### src/e2q_pkg.sv
`default_nettype none
// ----------------------------------------------------------------------------
// e2q_pkg
// Shared types, constants and elaboration-time tables for the Euler angle to
// quaternion pipeline.
// ----------------------------------------------------------------------------
package e2q_pkg;

  // default configuration
  localparam int ANGLE_WIDTH_DEF   = 16;
  localparam int CORDIC_STAGES_DEF = 16;

  // datapath widths
  localparam int SCW = 22;  // sine / cosine word, Q.20 with sign and one guard bit
  localparam int CW  = 34;  // cordic x / y / z word, Q.30
  localparam int QW  = 16;  // quaternion component, Q1.14

  // angle constants in Q.30
  localparam logic [32:0] TWO_PI_Q30  = 33'd6746518852;
  localparam logic [32:0] PI_Q30      = 33'd3373259426;
  localparam logic [32:0] HALF_PI_Q30 = 33'd1686629713;

  // sine and cosine of one half angle
  typedef struct packed {
    logic signed [SCW-1:0] s;
    logic signed [SCW-1:0] c;
  } sincos_t;

  // unsigned shift-subtract quotient, used only for the constant tables
  function automatic logic [63:0] udiv64(input logic [63:0] num,
                                         input logic [63:0] den);
    logic [63:0] q;
    logic [64:0] rem;
    int          b;
    q   = '0;
    rem = '0;
    for (b = 63; b >= 0; b--) begin
      rem = {rem[63:0], num[b]};
      if (rem >= {1'b0, den}) begin
        rem  = rem - {1'b0, den};
        q[b] = 1'b1;
      end
    end
    return q;
  endfunction

  // arctangent of 2^-i in Q.30 from the alternating series, rounded
  function automatic logic [63:0] atan_q30(input int unsigned i);
    logic [63:0]  pos;
    logic [63:0]  neg;
    logic [63:0]  term;
    int unsigned  k;
    pos = '0;
    neg = '0;
    if (i == 0) begin
      return 64'd843314857;
    end
    for (k = 0; k < 32; k++) begin
      if (i * (2 * k + 1) <= 62) begin
        term = udiv64(64'd1 << (62 - i * (2 * k + 1)), 64'(2 * k + 1));
        if (k[0]) begin
          neg = neg + term;
        end else begin
          pos = pos + term;
        end
      end
    end
    return (pos - neg + (64'd1 << 31)) >> 32;
  endfunction

  // integer square root of a 64-bit word
  function automatic logic [63:0] isqrt64(input logic [63:0] n_in);
    logic [63:0] n;
    logic [63:0] res;
    logic [63:0] bt;
    int          j;
    n   = n_in;
    res = '0;
    bt  = 64'd1 << 62;
    for (j = 0; j < 32; j++) begin
      if (bt > n) begin
        bt = bt >> 2;
      end
    end
    for (j = 0; j < 32; j++) begin
      if (bt != 0) begin
        if (n >= res + bt) begin
          n   = n - (res + bt);
          res = (res >> 1) + bt;
        end else begin
          res = res >> 1;
        end
        bt = bt >> 2;
      end
    end
    return res;
  endfunction

  // cordic gain compensation in Q.30 for a given stage count
  function automatic logic [63:0] gain_q30(input int unsigned stages);
    logic [63:0] p;
    int unsigned i;
    p = 64'd1 << 62;
    for (i = 0; i < 32; i++) begin
      if (i < stages) begin
        p = p - udiv64(p, (64'd1 << (2 * i)) + 64'd1);
      end
    end
    return (isqrt64(p) + 64'd1) >> 1;
  endfunction

endpackage
`default_nettype wire

### src/e2q_sincos.sv
`default_nettype none
// ----------------------------------------------------------------------------
// e2q_sincos
// Halves one angle, reduces it into [-pi, pi), folds it into [-pi/2, pi/2] and
// runs an unrolled cordic rotation; sine and cosine leave rounded to Q.20.
// Every register advances only on cycles with en high.
// ----------------------------------------------------------------------------
module e2q_sincos #(
  parameter int ANGLE_WIDTH   = e2q_pkg::ANGLE_WIDTH_DEF,
  parameter int CORDIC_STAGES = e2q_pkg::CORDIC_STAGES_DEF
) (
  input  logic                   clk,
  input  logic                   en,
  input  logic [ANGLE_WIDTH-1:0] angle,
  output e2q_pkg::sincos_t       sc
);
  import e2q_pkg::*;

  localparam int M  = (ANGLE_WIDTH > 16) ? ANGLE_WIDTH - 16 : 0;
  localparam int UW = M + 35;
  localparam int N  = CORDIC_STAGES;

  localparam logic [UW-1:0]        OFFSET = UW'(TWO_PI_Q30) << M;
  localparam logic signed [CW-1:0] K_Q30  = CW'(gain_q30(N));
  localparam logic signed [CW-1:0] RND    = CW'(512);
  localparam logic signed [CW-11:0] ONE_HI = (CW-10)'(1048576);

  logic [UW-1:0]         ang_ext;
  logic [UW-1:0]         red_r [M+2];
  logic signed [CW:0]    wr_nxt;
  logic signed [CW:0]    wr_r;
  logic signed [CW:0]    fd_nxt;
  logic                  ng_nxt;
  logic signed [CW-1:0]  cx_r [N+1];
  logic signed [CW-1:0]  cy_r [N+1];
  logic signed [CW-1:0]  cz_r [N+1];
  logic                  ng_r [N+1];
  logic signed [CW-1:0]  cos_pre;
  sincos_t               sc_nxt;
  sincos_t               sc_r;

  // round a Q.30 word to Q.20 and clamp to plus or minus one
  function automatic logic signed [SCW-1:0] to_q20(input logic signed [CW-1:0] v);
    logic signed [CW-1:0]  t;
    logic signed [CW-11:0] r;
    t = v + RND;
    r = t[CW-1:10];
    if (r > ONE_HI) begin
      r = ONE_HI;
    end else if (r < -ONE_HI) begin
      r = -ONE_HI;
    end
    return r[SCW-1:0];
  endfunction

  // half angle in Q.30, lifted by a multiple of 2*pi so it is never negative
  assign ang_ext = {{(UW-ANGLE_WIDTH){angle[ANGLE_WIDTH-1]}}, angle};

  always_ff @(posedge clk) begin
    if (en) begin
      red_r[0] <= (ang_ext << 17) + OFFSET;
    end
  end

  // restoring reduction, one multiple of 2*pi per stage
  for (genvar j = 0; j <= M; j++) begin : g_red
    localparam logic [UW-1:0] SUBV = UW'(TWO_PI_Q30) << (M - j);
    always_ff @(posedge clk) begin
      if (en) begin
        red_r[j+1] <= (red_r[j] >= SUBV) ? red_r[j] - SUBV : red_r[j];
      end
    end
  end

  // wrap [pi, 2*pi) down to [-pi, 0)
  always_comb begin
    wr_nxt = $signed({1'b0, red_r[M+1][CW-1:0]});
    if (red_r[M+1][CW-1:0] >= CW'(PI_Q30)) begin
      wr_nxt = wr_nxt - $signed({2'b00, TWO_PI_Q30});
    end
  end

  always_ff @(posedge clk) begin
    if (en) begin
      wr_r <= wr_nxt;
    end
  end

  // fold into [-pi/2, pi/2], cosine sign flips
  always_comb begin
    fd_nxt = wr_r;
    ng_nxt = 1'b0;
    if (wr_r > $signed({2'b00, HALF_PI_Q30})) begin
      fd_nxt = $signed({2'b00, PI_Q30}) - wr_r;
      ng_nxt = 1'b1;
    end else if (wr_r < -$signed({2'b00, HALF_PI_Q30})) begin
      fd_nxt = -$signed({2'b00, PI_Q30}) - wr_r;
      ng_nxt = 1'b1;
    end
  end

  always_ff @(posedge clk) begin
    if (en) begin
      cx_r[0] <= K_Q30;
      cy_r[0] <= '0;
      cz_r[0] <= fd_nxt[CW-1:0];
      ng_r[0] <= ng_nxt;
    end
  end

  // cordic rotation stages
  for (genvar i = 0; i < N; i++) begin : g_cordic
    localparam logic signed [CW-1:0] AT = CW'(atan_q30(i));
    always_ff @(posedge clk) begin
      if (en) begin
        if (!cz_r[i][CW-1]) begin
          cx_r[i+1] <= cx_r[i] - (cy_r[i] >>> i);
          cy_r[i+1] <= cy_r[i] + (cx_r[i] >>> i);
          cz_r[i+1] <= cz_r[i] - AT;
        end else begin
          cx_r[i+1] <= cx_r[i] + (cy_r[i] >>> i);
          cy_r[i+1] <= cy_r[i] - (cx_r[i] >>> i);
          cz_r[i+1] <= cz_r[i] + AT;
        end
        ng_r[i+1] <= ng_r[i];
      end
    end
  end

  // apply the fold sign to the cosine, round to Q.20 and clamp
  assign cos_pre  = ng_r[N] ? -cx_r[N] : cx_r[N];
  assign sc_nxt.s = to_q20(cy_r[N]);
  assign sc_nxt.c = to_q20(cos_pre);

  always_ff @(posedge clk) begin
    if (en) begin
      sc_r <= sc_nxt;
    end
  end

  assign sc = sc_r;

endmodule
`default_nettype wire

### config.mk
export PLATFORM = sky130hd
export DESIGN_NAME = e2q_sincos
export DESIGN_NICKNAME = d
export VERILOG_FILES = /design/src/e2q_pkg.sv /design/src/e2q_sincos.sv
export SDC_FILE = /design/constraint.sdc
export NUM_CORES = 2
export LEC_CHECK = 0
export BUFFER_PORTS_ARGS = -buffer_cell sky130_fd_sc_hd__buf_4
export CAP_MARGIN = 20
export CORE_AREA = 2 2 598 600
export CTS_CLUSTER_SIZE = 14
export DETAILED_ROUTE_END_ITERATION = 8
export DIE_AREA = 0 0 600 602
export SLEW_MARGIN = 40
export SYNTH_ARGS = -nofsm -noshare
export SYNTH_HDL_FRONTEND = slang
export SYNTH_SLANG_ARGS = --single-unit
### constraint.sdc
create_clock -name clk -period 6.93 [get_ports clk]
set_clock_uncertainty 0.2 [all_clocks]
set_input_delay 1.386 -clock clk [delete_from_list [all_inputs] [get_ports clk]]
set_output_delay 1.386 -clock clk [all_outputs]
set_load 0.05 [all_outputs]
==> results by group <==
Timing
  – Unrepaired setup endpoints after global routing: false
  – Final setup violation count: 0
  – Fin. max-slew vios: 0
  – Endpoints failing hold: 0
  – Max-slew headroom: between 40% and 50%
  – Transition time at the pin with the least slew margin: 856 ps
  – Final WS setup: between 800 and 900 ps
  – Setup TNS: 0 ps
  – Post-route clock period utilization: 87.3%
  – Peak Freq: 165 MHz
  – Final worst path period need: 6050 ps

Final layout
  – Layout overhead on the synthesized area: 10.1%
  – Utilization after layout: 38.5%
  – Number of nets in the layout: 14,397
  – Post-Layout Inst Area: 136,000 um2
  – Fraction of layout cells with a size suffix above 1: 4.87%

Die
  – DIE HEIGHT: roughly 600 um
  – Die Footprint: 361,000 um2
  – Io pins: 62
  – Horizontal die dimension: around 600 um
  – Initial Utilization: a little over a third
  – Core box area: 355,000 um2
  – Num rows: 219

Global route
  – Vias in the first global route: 89,981
  – Wire length of the first global-routing pass: 485,000 um
  – Antenna violations before repair: 2
  – Sum of overflow across all layers after global routing: 0
  – Largest net degree at the start of global routing: 151
  – Overall global routing resource usage: 16.4%

Setup path
  – Worst R2R Path Depth: 18
  – Critical Path Fanout Max: 4
  – Bufs and invs on worst path: 0
  – Category of the most critical setup path: register to register
  – Capturing element type of the critical path: register
  – Worst path depth: 18
  – Worst endpoint data arrival time: 6400 ps
  – CP cell instances: or3_1 > or3b_2 > or2_2 > o41ai_1 > xor2_1 > ha_1 > a21o_1 > a21o_1 > a21oi_1 > nand2_1 > o211ai_1 > a21boi_0 > o221a_2 > a311oi_1 > a211oi_1 > a41o_1 > o41ai_1 > xnor2_1
  – Required time reported for the critical path endpoint: 7280 ps
  – Nature of the critical path startpoint: register
  – Crit-path slowest cell: sky130_fd_sc_hd__o41ai_1
  – Slowest cell delay on critical path: 540 ps
  – Dominant delay contributor by cell family on the critical path: compound AO/OA/AOI/OAI gates

Clocking
  – Deepest level of the CTS H-tree: 4
  – Hold bufs inserted after CTS: 0
  – Total clock buffers created by CTS: 181
  – Latest clock arrival within the worst-skew pair: around 870 ps
  – Number of sinks on the clock net: 1,519
  – TritonCTS clock tree: built
  – Post-CTS setup repair buffer count: 0
  – Buffer levels on the longest clock path: 4
  – Post-CTS sizing: 0
  – Root buffer cell: sky130_fd_sc_hd__clkbuf_16
  – Clock transition at path regs: 60 ps

Placement
  – Setup Slack @ Placement: 515 ps
  – Port-buffer cells: 61
  – DP HPWL: about 240,000 um
  – Placed instance area: 131,000 um2
  – RD Place Congestion: 0.893

Hold path
  – Number of instances on the worst hold path: 0
  – Tightest Hold Check Type: register to register

Yosys
  – Area of the mapped netlist: 124,000 um2
  – Number of storage elements in the synthesis netlist: between 1,500 and 2,000
  – Net count after synthesis: between 10,000 and 15,000
  – Number of distinct standard cells referenced by the synthesized netlist: 94
  – Area fraction of the dominant cell type after synthesis: 36.8%
  – Number of enable-type register cells in the synthesized netlist: between 1,500 and 2,000
  – Flip-flop cell with the highest count after synthesis: sky130_fd_sc_hd__edfxtp_1
  – Most common cell in the synthesized netlist: sky130_fd_sc_hd__edfxtp_1
  – Portion of the post-synthesis area used by sequential elements: 36.8%
  – Proportion of synthesized flip-flops having asynchronous set or reset: 0%
  – Yosys warns: 0
  – Post-synth top cells: 1,519 x sky130_fd_sc_hd__edfxtp_1, 1,362 x sky130_fd_sc_hd__ha_1, 1,244 x sky130_fd_sc_hd__xnor2_1
  – Cell taking the most area after synthesis: sky130_fd_sc_hd__edfxtp_1
  – Gate count after technology mapping: 12,811
  – Area contributors post-synth: sky130_fd_sc_hd__edfxtp_1 37%, sky130_fd_sc_hd__ha_1 14%, sky130_fd_sc_hd__xnor2_1 8.8%, sky130_fd_sc_hd__a21oi_1 4.9%, sky130_fd_sc_hd__xor2_1 4.5%
  – Per-instance average area after synthesis: approximately 9.7 um2

Routing
  – Post-DRT Antenna Nets: 0
  – Via density: 5.25
  – DRC violation total after the first TritonRoute iteration: between 5,000 and 6,000
  – Detailed-route wire length per cell: 16.9 um
  – Number of iterations in the first detailed-routing pass: 6
  – Post-route DRC: 0
  – Via count: 93,756
  – Routed wire length: 303,000 um

Flow run
  – Max-cap violations: 0

Status
  – Run status: completed
-- flip-flops by register name (all words and copies together), names as in the netlist --
register	count
cx_r	484
cy_r	502
cz_r	417
ng_r	16
red_r	35
sc	44
wr_r	21
-- per-layer routing --
metal	global-route usage (%)	share of wire [%]
met2	28.1	48
met3	1.60	3.5
met1	21.5	46
met4	5.21	3.2
met5	0	0
-- path summary, 6_finish.rpt --
path                start      endpoint  slack [ps]
max          cx_r[14][18]  cy_r[15][33]         880
min            ng_r[0][3]    ng_r[0][4]         220
max reg2reg  cx_r[14][18]  cy_r[15][33]         880
min reg2reg    ng_r[0][3]    ng_r[0][4]         220
-- per-stage QoR --
stage | std cells | hold slack (ps)
after floorplan | 12811 | 200
after global placement | 17547 | 200
after detailed placement | 17547 | 205
after CTS | 17868 | 219
after global routing | 17870 | 229
final | 17870 | 217
-- final cells by class --
cell class                      count  area [um2]
Antenna cell                        2        5.00
Clock inverter                    115        1050
Timing Repair Buffer              198        1670
Fill cell                       35157      218000
Clock buffer                      206        4640
Multi-Input combinational cell  10592       75700
Tap cell                         4751        5940
Inverter                          487        1830
Sequential cell                  1519       45600
-- cells by family after synthesis --
| logic type | synth area share [%] |
|---|---|
| compound gates | 18.6 |
| xor+xnor | 13.3 |
| fa+ha+maj | 14.4 |
| buf+inv | 2.13 |
| flops | 36.8 |
| mux | 0.939 |
| simple gates | 13.9 |
-- worst register-to-register path: stages (launching register included) --
cell and delay [ps]:
sky130_fd_sc_hd__edfxtp_1 510, sky130_fd_sc_hd__or3_1 400, sky130_fd_sc_hd__or3b_2 480, sky130_fd_sc_hd__or2_2 310
sky130_fd_sc_hd__o41ai_1 540, sky130_fd_sc_hd__xor2_1 160, sky130_fd_sc_hd__ha_1 370, sky130_fd_sc_hd__a21o_1 170
sky130_fd_sc_hd__a21o_1 200, sky130_fd_sc_hd__a21oi_1 150, sky130_fd_sc_hd__nand2_1 110, sky130_fd_sc_hd__o211ai_1 260
sky130_fd_sc_hd__a21boi_0 230, sky130_fd_sc_hd__o221a_2 300, sky130_fd_sc_hd__a311oi_1 380, sky130_fd_sc_hd__a211oi_1 190
sky130_fd_sc_hd__a41o_1 290, sky130_fd_sc_hd__o41ai_1 350, sky130_fd_sc_hd__xnor2_1 140
-- cell usage in the layout, fill, tap and decap left out, drive strengths merged, types with 69 or more instances in the layout --
| cell type | netlist | final |
|---|---|---|
| nand2 | 778 | 778 |
| o21a | 202 | 202 |
| and3 | 107 | 107 |
| clkbuf | 170 | 206 |
| clkinv | 5 | 82 |
| xnor2 | 1244 | 1244 |
| edfxtp | 1519 | 1519 |
| buf | 43 | 198 |
| nor2 | 1075 | 1075 |
| nand2b | 247 | 247 |
| o21bai | 153 | 153 |
| nand3 | 216 | 216 |
| a31oi | 124 | 124 |
| mux2i | 69 | 69 |
| ha | 1362 | 1362 |
| and2 | 79 | 79 |
| or3 | 119 | 119 |
| o21ai | 733 | 733 |
| nor3 | 355 | 355 |
| a211oi | 112 | 112 |
| inv | 482 | 491 |
| nor4 | 87 | 87 |
| a21o | 474 | 474 |
| nor2b | 189 | 189 |
| a21oi | 1214 | 1214 |
| xor2 | 635 | 635 |
| o31ai | 126 | 126 |
Power is left out: the tool's default activity adds up to more than one toggle a clock period on the data nets, which glitch-free logic cannot reach.
